### config.mk
export PLATFORM = sky130hd
export DESIGN_NAME = bmp24_stream_to_rgb565_pixels
export DESIGN_NICKNAME = d
export VERILOG_FILES = /design/src/rtl/bmp565_pkg.sv /design/src/rtl/bmp565_parse.sv /design/src/rtl/bmp565_skid.sv /design/src/rtl/bmp24_stream_to_rgb565_pixels.sv
export SDC_FILE = /design/constraint.sdc
export NUM_CORES = 1
export LEC_CHECK = 0
export ABC_AREA = 1
export ABC_CLOCK_PERIOD_IN_PS = 14900
export BUFFER_PORTS_ARGS = -buffer_cell sky130_fd_sc_hd__buf_2
export CAP_MARGIN = 20
export CORE_MARGIN = 5
export CORE_UTILIZATION = 46
export DETAILED_ROUTE_END_ITERATION = 10
export GPL_TIMING_DRIVEN = 0
export HOLD_SLACK_MARGIN = 0.08
export PLACE_DENSITY = 0.63
export SYNTH_ARGS = -nofsm -noshare
export SYNTH_HDL_FRONTEND = slang
export SYNTH_SLANG_ARGS = --single-unit
### constraint.sdc
create_clock -name clk -period 14.9 [get_ports clk]
set_input_delay 2.98 -clock clk [delete_from_list [all_inputs] [get_ports clk]]
set_output_delay 2.98 -clock clk [all_outputs]
set_load 0.03 [all_outputs]
### src/rtl/bmp565_pkg.sv
// Shared types and constants for the BMP 24-bit to RGB565 pixel stream block.
// Used by the parser, the output stage and the top level; depends on nothing.
`default_nettype none

package bmp565_pkg;

  localparam int HEADER_BYTES = 54;

  localparam logic [5:0] HDR_OFS0 = 6'd10;
  localparam logic [5:0] HDR_W0   = 6'd18;
  localparam logic [5:0] HDR_H0   = 6'd22;
  localparam logic [5:0] HDR_BPP0 = 6'd28;
  localparam logic [5:0] HDR_CMP0 = 6'd30;
  localparam logic [5:0] HDR_LAST = 6'(HEADER_BYTES - 1);

  localparam logic [7:0] SIG_B = 8'h42;
  localparam logic [7:0] SIG_M = 8'h4D;

  localparam int CFG_IDX_W = 1;
  localparam logic [CFG_IDX_W-1:0] REG_X_ORIGIN = 1'b0;
  localparam logic [CFG_IDX_W-1:0] REG_Y_ORIGIN = 1'b1;

  typedef enum logic [2:0] {
    PH_HEADER,
    PH_SKIP,
    PH_PIXELS,
    PH_IDLE,
    PH_DONE_PENDING
  } phase_t;

  typedef enum logic [1:0] {
    KIND_PIXEL,
    KIND_DONE,
    KIND_ERROR
  } kind_t;

  typedef enum logic [1:0] {
    ERR_NOT_BMP,
    ERR_FORMAT,
    ERR_ROW_WIDE,
    ERR_TRUNCATED
  } err_t;

  typedef struct packed {
    kind_t       kind;
    logic [6:0]  pixel_x;
    logic [7:0]  pixel_y;
    logic [15:0] pixel_color;
    err_t        error_code;
  } result_t;

endpackage

`default_nettype wire

### src/rtl/bmp565_parse.sv
// Byte-wise BMP parser: header capture and checks, offset skip, row walk and RGB565 packing.
// Uses bmp565_pkg; produces at most one result per accepted byte.
`default_nettype none

module bmp565_parse #(
  parameter int SCREEN_WIDTH  = 128,
  parameter int SCREEN_HEIGHT = 160,
  parameter int ROW_BYTES_MAX = 512
) (
  input  wire                     clk,
  input  wire                     rst_n,
  input  wire                     byte_fire,
  input  wire [7:0]               data_byte,
  input  wire                     start_of_file,
  input  wire                     end_of_file,
  input  wire [7:0]               x_origin,
  input  wire [7:0]               y_origin,
  output logic                    res_valid,
  output bmp565_pkg::result_t     res
);

  localparam int ROW_W = $clog2(ROW_BYTES_MAX + 1);
  localparam int SUM_W = ((ROW_W > 8) ? ROW_W : 8) + 1;

  bmp565_pkg::phase_t phase_r, phase_nxt;
  logic [31:0]        pos_r, pos_nxt;
  logic               sig_bad_r, sig_bad_nxt;
  logic [31:0]        offset_r, offset_nxt;
  logic [31:0]        width_r, width_nxt;
  logic [31:0]        height_r, height_nxt;
  logic [15:0]        bpp_r, bpp_nxt;
  logic [31:0]        comp_r, comp_nxt;
  logic [33:0]        row_calc_r, row_calc_nxt;
  logic [31:0]        hmag_r, hmag_nxt;
  logic [31:0]        ds_r, ds_nxt;
  logic [ROW_W-1:0]   row_bytes_r, row_bytes_nxt;
  logic [ROW_W-1:0]   pix_bytes_r, pix_bytes_nxt;
  logic [ROW_W-1:0]   byte_in_row_r, byte_in_row_nxt;
  logic [ROW_W-1:0]   col_r, col_nxt;
  logic [1:0]         tri_r, tri_nxt;
  logic [31:0]        rows_left_r, rows_left_nxt;
  logic [31:0]        ofs_r, ofs_nxt;
  logic               top_down_r, top_down_nxt;
  logic [7:0]         red_r, red_nxt;
  logic [7:0]         green_r, green_nxt;

  bmp565_pkg::phase_t  ph;
  bmp565_pkg::result_t rres;
  bmp565_pkg::result_t done_res;
  logic                rv;
  logic                pend;
  logic                drew;
  logic [31:0]         pos;
  logic [5:0]          hpos;
  logic [31:0]         wmag;
  logic [33:0]         rs;
  logic [33:0]         pix3;
  logic [SUM_W-1:0]    xsum;
  logic [8:0]          ysum;
  logic                vis;
  logic [ROW_W-1:0]    bir_inc;
  logic                row_end;

  function automatic bmp565_pkg::result_t err_res(input bmp565_pkg::err_t code);
    bmp565_pkg::result_t r;
    r = '0;
    r.kind = bmp565_pkg::KIND_ERROR;
    r.error_code = code;
    return r;
  endfunction

  always_comb begin
    phase_nxt       = phase_r;
    pos_nxt         = pos_r;
    sig_bad_nxt     = sig_bad_r;
    offset_nxt      = offset_r;
    width_nxt       = width_r;
    height_nxt      = height_r;
    bpp_nxt         = bpp_r;
    comp_nxt        = comp_r;
    row_calc_nxt    = row_calc_r;
    hmag_nxt        = hmag_r;
    ds_nxt          = ds_r;
    row_bytes_nxt   = row_bytes_r;
    pix_bytes_nxt   = pix_bytes_r;
    byte_in_row_nxt = byte_in_row_r;
    col_nxt         = col_r;
    tri_nxt         = tri_r;
    rows_left_nxt   = rows_left_r;
    ofs_nxt         = ofs_r;
    top_down_nxt    = top_down_r;
    red_nxt         = red_r;
    green_nxt       = green_r;

    done_res      = '0;
    done_res.kind = bmp565_pkg::KIND_DONE;
    rres = '0;
    rv   = 1'b0;
    pend = 1'b0;
    drew = 1'b0;
    ph   = phase_r;
    pos  = pos_r;
    hpos = pos_r[5:0];

    wmag    = width_r[31] ? (32'd0 - width_r) : width_r;
    rs      = {row_calc_r[33:2], 2'b00};
    pix3    = row_calc_r - 34'd3;
    xsum    = SUM_W'(x_origin) + SUM_W'(col_r);
    ysum    = {1'b0, y_origin} + {1'b0, ofs_r[7:0]};
    vis     = (xsum < SUM_W'(SCREEN_WIDTH)) && (ofs_r[31:8] == 24'd0) &&
              (ysum < 9'(SCREEN_HEIGHT));
    bir_inc = byte_in_row_r + ROW_W'(1);
    row_end = (bir_inc == row_bytes_r);

    if (byte_fire) begin
      if (phase_r == bmp565_pkg::PH_DONE_PENDING) begin
        pend = 1'b1;
        ph   = bmp565_pkg::PH_IDLE;
      end
      if (start_of_file) begin
        ph  = bmp565_pkg::PH_HEADER;
        pos = 32'd0;
      end
      hpos      = pos[5:0];
      phase_nxt = ph;

      case (ph)
        bmp565_pkg::PH_HEADER: begin
          case (hpos)
            6'd0:                           sig_bad_nxt = (data_byte != bmp565_pkg::SIG_B);
            6'd1:                           sig_bad_nxt = sig_bad_r |
                                                          (data_byte != bmp565_pkg::SIG_M);
            bmp565_pkg::HDR_OFS0:           offset_nxt[7:0]   = data_byte;
            bmp565_pkg::HDR_OFS0 + 6'd1:    offset_nxt[15:8]  = data_byte;
            bmp565_pkg::HDR_OFS0 + 6'd2:    offset_nxt[23:16] = data_byte;
            bmp565_pkg::HDR_OFS0 + 6'd3:    offset_nxt[31:24] = data_byte;
            bmp565_pkg::HDR_W0:             width_nxt[7:0]    = data_byte;
            bmp565_pkg::HDR_W0 + 6'd1:      width_nxt[15:8]   = data_byte;
            bmp565_pkg::HDR_W0 + 6'd2:      width_nxt[23:16]  = data_byte;
            bmp565_pkg::HDR_W0 + 6'd3:      width_nxt[31:24]  = data_byte;
            bmp565_pkg::HDR_H0:             height_nxt[7:0]   = data_byte;
            bmp565_pkg::HDR_H0 + 6'd1:      height_nxt[15:8]  = data_byte;
            bmp565_pkg::HDR_H0 + 6'd2:      height_nxt[23:16] = data_byte;
            bmp565_pkg::HDR_H0 + 6'd3:      height_nxt[31:24] = data_byte;
            bmp565_pkg::HDR_BPP0: begin
              bpp_nxt[7:0] = data_byte;
              // Width, height and offset are complete here; size them ahead of the checks.
              row_calc_nxt = {2'b00, wmag} + {1'b0, wmag, 1'b0} + 34'd3;
              hmag_nxt     = height_r[31] ? (32'd0 - height_r) : height_r;
              ds_nxt       = (offset_r < 32'(bmp565_pkg::HEADER_BYTES)) ?
                             32'(bmp565_pkg::HEADER_BYTES) : offset_r;
            end
            bmp565_pkg::HDR_BPP0 + 6'd1:    bpp_nxt[15:8]     = data_byte;
            bmp565_pkg::HDR_CMP0:           comp_nxt[7:0]     = data_byte;
            bmp565_pkg::HDR_CMP0 + 6'd1:    comp_nxt[15:8]    = data_byte;
            bmp565_pkg::HDR_CMP0 + 6'd2:    comp_nxt[23:16]   = data_byte;
            bmp565_pkg::HDR_CMP0 + 6'd3:    comp_nxt[31:24]   = data_byte;
            default: ;
          endcase

          if (hpos != bmp565_pkg::HDR_LAST) begin
            if (end_of_file) begin
              rv = 1'b1;
              rres = err_res(bmp565_pkg::ERR_TRUNCATED);
              phase_nxt = bmp565_pkg::PH_IDLE;
            end
          end else if (sig_bad_r) begin
            rv = 1'b1;
            rres = err_res(bmp565_pkg::ERR_NOT_BMP);
            phase_nxt = bmp565_pkg::PH_IDLE;
          end else if ((bpp_r != 16'd24) || (comp_r != 32'd0)) begin
            rv = 1'b1;
            rres = err_res(bmp565_pkg::ERR_FORMAT);
            phase_nxt = bmp565_pkg::PH_IDLE;
          end else if (rs > 34'(ROW_BYTES_MAX)) begin
            rv = 1'b1;
            rres = err_res(bmp565_pkg::ERR_ROW_WIDE);
            phase_nxt = bmp565_pkg::PH_IDLE;
          end else if ((rs == 34'd0) || (hmag_r == 32'd0)) begin
            rv = 1'b1;
            rres = done_res;
            phase_nxt = bmp565_pkg::PH_IDLE;
          end else begin
            row_bytes_nxt   = rs[ROW_W-1:0];
            pix_bytes_nxt   = pix3[ROW_W-1:0];
            byte_in_row_nxt = '0;
            col_nxt         = '0;
            tri_nxt         = 2'd0;
            rows_left_nxt   = hmag_r;
            top_down_nxt    = height_r[31];
            ofs_nxt         = height_r[31] ? 32'd0 : (hmag_r - 32'd1);
            phase_nxt       = (ds_r > 32'(bmp565_pkg::HEADER_BYTES)) ?
                              bmp565_pkg::PH_SKIP : bmp565_pkg::PH_PIXELS;
            if (end_of_file) begin
              rv = 1'b1;
              rres = err_res(bmp565_pkg::ERR_TRUNCATED);
              phase_nxt = bmp565_pkg::PH_IDLE;
            end
          end
        end

        bmp565_pkg::PH_SKIP: begin
          if (({1'b0, pos} + 33'd1) >= {1'b0, ds_r}) begin
            phase_nxt = bmp565_pkg::PH_PIXELS;
          end
          if (end_of_file) begin
            rv = 1'b1;
            rres = err_res(bmp565_pkg::ERR_TRUNCATED);
            phase_nxt = bmp565_pkg::PH_IDLE;
          end
        end

        bmp565_pkg::PH_PIXELS: begin
          if (byte_in_row_r < pix_bytes_r) begin
            case (tri_r)
              2'd0: begin
                red_nxt = data_byte;
                tri_nxt = 2'd1;
              end
              2'd1: begin
                green_nxt = data_byte;
                tri_nxt   = 2'd2;
              end
              default: begin
                tri_nxt = 2'd0;
                col_nxt = col_r + ROW_W'(1);
                drew    = vis;
              end
            endcase
          end
          byte_in_row_nxt = bir_inc;
          if (row_end) begin
            byte_in_row_nxt = '0;
            col_nxt         = '0;
            tri_nxt         = 2'd0;
            rows_left_nxt   = rows_left_r - 32'd1;
            ofs_nxt         = top_down_r ? (ofs_r + 32'd1) : (ofs_r - 32'd1);
          end

          if (row_end && (rows_left_r == 32'd1)) begin
            rv = 1'b1;
            if (drew) begin
              phase_nxt = bmp565_pkg::PH_DONE_PENDING;
            end else begin
              rres = done_res;
              phase_nxt = bmp565_pkg::PH_IDLE;
            end
          end else if (end_of_file) begin
            rv = 1'b1;
            rres = err_res(bmp565_pkg::ERR_TRUNCATED);
            phase_nxt = bmp565_pkg::PH_IDLE;
          end else if (drew) begin
            rv = 1'b1;
          end
          if (drew && (rres.kind == bmp565_pkg::KIND_PIXEL)) begin
            rres.pixel_x     = xsum[6:0];
            rres.pixel_y     = ysum[7:0];
            rres.pixel_color = {red_r[7:3], green_r[7:2], data_byte[7:3]};
          end
        end

        default: ;
      endcase

      if ((ph == bmp565_pkg::PH_HEADER) || (ph == bmp565_pkg::PH_SKIP) ||
          (ph == bmp565_pkg::PH_PIXELS)) begin
        pos_nxt = (pos == 32'hFFFF_FFFF) ? pos : (pos + 32'd1);
      end
    end

    res_valid = byte_fire && (pend || rv);
    res       = pend ? done_res : rres;
  end

  always_ff @(posedge clk) begin
    if (!rst_n) begin
      phase_r <= bmp565_pkg::PH_HEADER;
      pos_r   <= '0;
    end else begin
      phase_r <= phase_nxt;
      pos_r   <= pos_nxt;
    end
  end

  always_ff @(posedge clk) begin
    sig_bad_r     <= sig_bad_nxt;
    offset_r      <= offset_nxt;
    width_r       <= width_nxt;
    height_r      <= height_nxt;
    bpp_r         <= bpp_nxt;
    comp_r        <= comp_nxt;
    row_calc_r    <= row_calc_nxt;
    hmag_r        <= hmag_nxt;
    ds_r          <= ds_nxt;
    row_bytes_r   <= row_bytes_nxt;
    pix_bytes_r   <= pix_bytes_nxt;
    byte_in_row_r <= byte_in_row_nxt;
    col_r         <= col_nxt;
    tri_r         <= tri_nxt;
    rows_left_r   <= rows_left_nxt;
    ofs_r         <= ofs_nxt;
    top_down_r    <= top_down_nxt;
    red_r         <= red_nxt;
    green_r       <= green_nxt;
  end

endmodule

`default_nettype wire

### src/rtl/bmp565_skid.sv
// Result output register with one skid entry, so the parser keeps taking bytes
// while a result waits. Uses bmp565_pkg for the result word type.
`default_nettype none

module bmp565_skid (
  input  wire                  clk,
  input  wire                  rst_n,
  input  wire                  push,
  input  bmp565_pkg::result_t  push_data,
  output logic                 ready,
  output logic                 out_valid,
  output bmp565_pkg::result_t  out_data,
  input  wire                  out_ready
);

  logic                main_valid_r, main_valid_nxt;
  logic                skid_valid_r, skid_valid_nxt;
  bmp565_pkg::result_t main_r, main_nxt;
  bmp565_pkg::result_t skid_r, skid_nxt;
  logic                pop;

  always_comb begin
    main_valid_nxt = main_valid_r;
    skid_valid_nxt = skid_valid_r;
    main_nxt       = main_r;
    skid_nxt       = skid_r;
    pop            = main_valid_r && out_ready;

    if (skid_valid_r) begin
      if (pop) begin
        main_nxt       = skid_r;
        skid_valid_nxt = 1'b0;
      end
    end else if (push) begin
      if (!main_valid_r || pop) begin
        main_nxt       = push_data;
        main_valid_nxt = 1'b1;
      end else begin
        skid_nxt       = push_data;
        skid_valid_nxt = 1'b1;
      end
    end else if (pop) begin
      main_valid_nxt = 1'b0;
    end
  end

  always_ff @(posedge clk) begin
    if (!rst_n) begin
      main_valid_r <= 1'b0;
      skid_valid_r <= 1'b0;
    end else begin
      main_valid_r <= main_valid_nxt;
      skid_valid_r <= skid_valid_nxt;
    end
  end

  always_ff @(posedge clk) begin
    main_r <= main_nxt;
    skid_r <= skid_nxt;
  end

  assign ready     = !skid_valid_r;
  assign out_valid = main_valid_r;
  assign out_data  = main_r;

endmodule

`default_nettype wire

### src/rtl/bmp24_stream_to_rgb565_pixels.sv
// Top level: BMP 24-bit byte stream in, RGB565 pixel writes, done and error words out.
// Depends on bmp565_pkg, bmp565_parse and bmp565_skid.
//
// Usage: feed the file one byte per word on the in_ channel; in_tuser marks the
// first byte of a file and restarts the parser, in_tlast marks the last byte.
// Each byte yields zero or one result word on the out_ channel: a pixel write at
// its screen position, an image done word, or an error word with its code.
// Pixels are placed at the x and y origin registers and clipped to the screen size.
// The user must write them through the cfg_ port only while no result is outstanding;
// the block does not enforce this. Throughput: one byte per cycle while in_tready is
// high; all per-byte work sits between the parser state registers and the result
// register.
// When the receiver stalls, one further result is held in a skid entry and
// in_tready drops only while both the result register and skid entry are full.
// Reset, synchronous and active low, returns the parser to the header, clears
// both origin registers to zero and empties the output stage.
`default_nettype none

module bmp24_stream_to_rgb565_pixels #(
  parameter int SCREEN_WIDTH  = 128,
  parameter int SCREEN_HEIGHT = 160,
  parameter int ROW_BYTES_MAX = 512
) (
  input  wire                                 clk,
  input  wire                                 rst_n,
  input  wire                                 in_tvalid,
  output logic                                in_tready,
  input  wire  [7:0]                          in_tdata,   // data_byte
  input  wire                                 in_tuser,   // start_of_file
  input  wire                                 in_tlast,   // end_of_file
  output logic                                out_tvalid,
  input  wire                                 out_tready,
  // pixel_x[6:0], pixel_y[14:7], pixel_color[30:15], error_code[32:31], zero fill
  output logic [39:0]                         out_tdata,
  output logic [1:0]                          out_tuser,  // result_kind
  input  wire                                 cfg_wr_en,
  input  wire  [bmp565_pkg::CFG_IDX_W-1:0]    cfg_index,
  input  wire  [7:0]                          cfg_wdata
);

  logic [7:0]          x_origin_r;
  logic [7:0]          y_origin_r;
  logic                byte_fire;
  logic                res_valid;
  bmp565_pkg::result_t res;
  bmp565_pkg::result_t out_res;

  always_ff @(posedge clk) begin
    if (!rst_n) begin
      x_origin_r <= 8'd0;
      y_origin_r <= 8'd0;
    end else if (cfg_wr_en) begin
      if (cfg_index == bmp565_pkg::REG_X_ORIGIN) begin
        x_origin_r <= cfg_wdata;
      end
      if (cfg_index == bmp565_pkg::REG_Y_ORIGIN) begin
        y_origin_r <= cfg_wdata;
      end
    end
  end

  assign byte_fire = in_tvalid && in_tready;

  bmp565_parse #(
    .SCREEN_WIDTH  (SCREEN_WIDTH),
    .SCREEN_HEIGHT (SCREEN_HEIGHT),
    .ROW_BYTES_MAX (ROW_BYTES_MAX)
  ) u_parse (
    .clk           (clk),
    .rst_n         (rst_n),
    .byte_fire     (byte_fire),
    .data_byte     (in_tdata),
    .start_of_file (in_tuser),
    .end_of_file   (in_tlast),
    .x_origin      (x_origin_r),
    .y_origin      (y_origin_r),
    .res_valid     (res_valid),
    .res           (res)
  );

  bmp565_skid u_skid (
    .clk       (clk),
    .rst_n     (rst_n),
    .push      (res_valid),
    .push_data (res),
    .ready     (in_tready),
    .out_valid (out_tvalid),
    .out_data  (out_res),
    .out_ready (out_tready)
  );

  assign out_tuser = out_res.kind;
  assign out_tdata = {7'd0, out_res.error_code, out_res.pixel_color,
                      out_res.pixel_y, out_res.pixel_x};

`ifndef SYNTHESIS
  a_pixel_on_screen: assert property (@(posedge clk) disable iff (!rst_n)
    (out_tvalid && (out_tuser == bmp565_pkg::KIND_PIXEL)) |->
      (out_tdata[14:7] < 8'(SCREEN_HEIGHT)))
    else $error("pixel write below the screen");

  a_code_only_on_error: assert property (@(posedge clk) disable iff (!rst_n)
    (out_tvalid && (out_tuser != bmp565_pkg::KIND_ERROR)) |-> (out_tdata[32:31] == 2'b00))
    else $error("error code set on a non-error word");

  a_stall_means_full: assert property (@(posedge clk) disable iff (!rst_n)
    !in_tready |-> out_tvalid)
    else $error("input stalled with no result waiting");
`endif

endmodule

`default_nettype wire

==> impl_metrics.json <==
{
  "status": "completed",
  "cts_resized": 0,
  "first_pass_iters": 5,
  "drv_slew": 0,
  "grt_pass1_wl_microns": 109400,
  "synth-adder-area-share_pct": 7.420,
  "place.gp.congestion": 0.9236,
  "yosys.area_share.simple_pct": 20.63,
  "ys_ff_latch": 482,
  "num_rows": 90,
  "synth_top_area_share_pct": 45.80,
  "syn-instance-count": 3094,
  "clock_sinks": 482,
  "antenna_left": 0,
  "path_clk_slew_ns": 0.06,
  "placedInstanceArea_sq_um": 29710,
  "required_ns": 15.36,
  "final-instance-count-excl-fill": 4058,
  "setup.worst_path.start_class": "input pin",
  "avgSynthCellArea_sq_um": 9.090,
  "synth_flop_cell": "edfxtp_1",
  "fp.dieW_microns": 257.3,
  "grt_pass1_vias": 21029,
  "clock_path_buffers": 3,
  "core_sq_um": 60470,
  "cp_data_arrival_time_ns": 7.36,
  "fin_nets": 3424,
  "powerDensity_nw_per_um2": 96.66,
  "relSlewSlack_pct": 27.91,
  "wl_met1_microns": 29980,
  "switchingPower_mw": 0.7356,
  "pre_cts_ws_ns": 7.427,
  "critPathKind": "input pin to flip-flop",
  "numPortBuffers": 60,
  "hold_violations": 0,
  "max_freq_mhz": 144.8,
  "swShare_pct": 24.26,
  "cap_violations": 0,
  "drcViolationCount": 0,
  "leakage_nw": 12.99,
  "drive_gt1_share_pct": 10.38,
  "dieArea_sq_um": 66190,
  "path_common_cell": "nand2_1",
  "wl_microns": 69190,
  "synth_xor_area_share_pct": 5.756,
  "clkLatencyLatePin_ns": 0.60,
  "antenna_found_initial": 1,
  "muxShareOfSynthArea_pct": 0,
  "grt-ovfl-total": 0,
  "ys_top_cells_by_area": "edfxtp_1 46%, nand2_1 7.5%, ha_1 7.2%",
  "finalCritPeriodShare_pct": 46.34,
  "intPower_mw": 2.297,
  "sequentialPowerShare_pct": 50.3,
  "post-dp-hpwl_microns": 52190,
  "gr-usage-all-layers_pct": 20.43,
  "p_clk_share_pct": 40.9,
  "syn_to_final_growth_pct": 11.54,
  "skew_ns": 0.02509,
  "numCtsBuffers": 51,
  "combinationalPowerShare_pct": 8.8,
  "async_flop_share_pct": 0,
  "path_max_fanout": 10,
  "synth_enable_flop_cells": 429,
  "cts-htree-levels": 2,
  "cts_root_buf": "clkbuf_16",
  "synth_compound_area_share_pct": 9.618,
  "slowest_delay_ns": 0.31,
  "endpoint_kind": "flip-flop",
  "cts_hold_buf": 0,
  "power_mw": 3.033,
  "setup_ws_ns": 7.995,
  "cts_post_setup_buffers_inserted": 0,
  "yosysSeqAreaShare_pct": 49.58,
  "synth_top_family_by_area": "simple AND/OR/NAND/NOR gates",
  "finalSetupTns_ns": 0,
  "cts_tree": "yes",
  "grt_max_degree": 34,
  "synth_top_cell_by_area": "edfxtp_1",
  "dr_wl_met2_microns": 34650,
  "critPathSlowestCell": "nor2_1",
  "dr.max_layer_used": "met4",
  "setup_viol": 0,
  "fin_crit_ns": 6.905,
  "whs_ns": 0.4522,
  "max_slew.worst_pin.slew_ns": 1.076,
  "wl_per_cell_microns": 17.05,
  "wl_met3_microns": 2717,
  "rsz0062_at_grt": "false",
  "dp_cells": 3960,
  "die_h_microns": 257.3,
  "drtIter0Drc": 1669,
  "yosys_warnings": 0,
  "post-route-util_pct": 51.88,
  "start_util_pct": 46.51,
  "netlist_area_sq_um": 28130,
  "ys_types": 72,
  "design_area_sq_um": 31370,
  "vias": 21466,
  "routed_via_density": 5.290,
  "irDropWorstVdd_v": 0.00009405,
  "holdCritPathClass": "flip-flop to flip-flop",
  "ios": 68
}
==> cells in the mapped netlist, types with 15 or more instances <==
| cell type | number |
|---|---|
| xor2_1 | 128 |
| dfxtp_1 | 53 |
| nor4_1 | 24 |
| nor2_2 | 20 |
| nor2_1 | 399 |
| or2_2 | 15 |
| a21oi_1 | 159 |
| nand3_1 | 115 |
| xnor2_1 | 55 |
| inv_1 | 390 |
| inv_2 | 17 |
| clkbuf_1 | 46 |
| a31oi_1 | 15 |
| o21ai_1 | 25 |
| nor3_1 | 57 |
| nand2_1 | 559 |
| edfxtp_1 | 429 |
| o21ai_0 | 143 |
| buf_2 | 15 |
| nand4_1 | 48 |
| ha_1 | 162 |
| o21ai_2 | 34 |
==> critical path: cells and delay by family <==
kind,cells,cell delay (ns)
AO/OA/AOI/OAI,2,0.19
XOR/XNOR,1,0.16
adder cells (fa/ha/maj),2,0.59
buffers and inverters,7,0.94
AND/OR/NAND/NOR,19,2.48
==> final cells by class <==
class	count	area, sq um
multi-input combinational	2127	12290
tap	782	978.4
antenna	1	2.502
buffer	81	424.2
fill	5545	29100
clock buffer	62	1360
clock inverter	31	252.7
inverter	410	1541
sequential	482	13940
timing repair buffer	82	579.3
==> kinds of logic (layout without fill, tap and decap cells) <==
family,Yosys count,in the layout
flops,482,482
fa+ha+maj,165,165
buf+inv,491,666
other cells,1,8
compound gates,461,461
xor+xnor,184,184
simple gates,1310,1310
==> path summary, 6_finish.rpt <==
check	slack (ns)	from	cells past startpoint	end
max	8.00	in_tuser	31	u_parse.phase_r[0]
max reg2reg	10.50	u_parse.width_r[0]	21	u_parse.row_calc_r[32]
min	0.45	u_parse.height_r[0]	0	u_parse.hmag_r[0]
min reg2reg	0.45	u_parse.height_r[0]	0	u_parse.hmag_r[0]
==> cells in the final DEF, fill, tap and decap left out, types with 15 or more instances in the layout <==
| cell type | Yosys | final |
|---|---|---|
| nand3_1 | 115 | 115 |
| nor3_1 | 57 | 53 |
| o21ai_2 | 34 | 34 |
| nor3_2 | 13 | 17 |
| clkbuf_16 | 0 | 53 |
| xor2_1 | 128 | 128 |
| edfxtp_1 | 429 | 429 |
| buf_2 | 15 | 76 |
| nor4_1 | 24 | 23 |
| or2_2 | 15 | 15 |
| ha_1 | 162 | 162 |
| dfxtp_1 | 53 | 53 |
| nor2_2 | 20 | 20 |
| nand2_1 | 559 | 559 |
| a31oi_1 | 15 | 15 |
| inv_2 | 17 | 17 |
| inv_1 | 390 | 390 |
| a21oi_1 | 159 | 158 |
| xnor2_1 | 55 | 55 |
| nor2_1 | 399 | 398 |
| nand4_1 | 48 | 48 |
| buf_6 | 9 | 16 |
| o21ai_1 | 25 | 25 |
| o21ai_0 | 143 | 143 |
| clkbuf_1 | 46 | 55 |
==> metal layers <==
metal | up-vias | global-route usage, %
met5 | - | 0
met4 | 0 | 5.875
met3 | 112 | 2.529
met2 | 452 | 36.50
met1 | 10191 | 26.17
li1 | 10711 | -
==> power by group through the flow <==
stage | Sequential (mW) | Clock [mW] | Combinational [mW]
floorplan | 1.57 | 0 | 0.158
global placement | 1.55 | 0 | 0.254
detailed placement | 1.55 | 0 | 0.265
CTS | 1.53 | 1.27 | 0.266
global route | 1.53 | 1.33 | 0.294
finish | 1.53 | 1.24 | 0.266
Power figures use the tool's default switching activity.
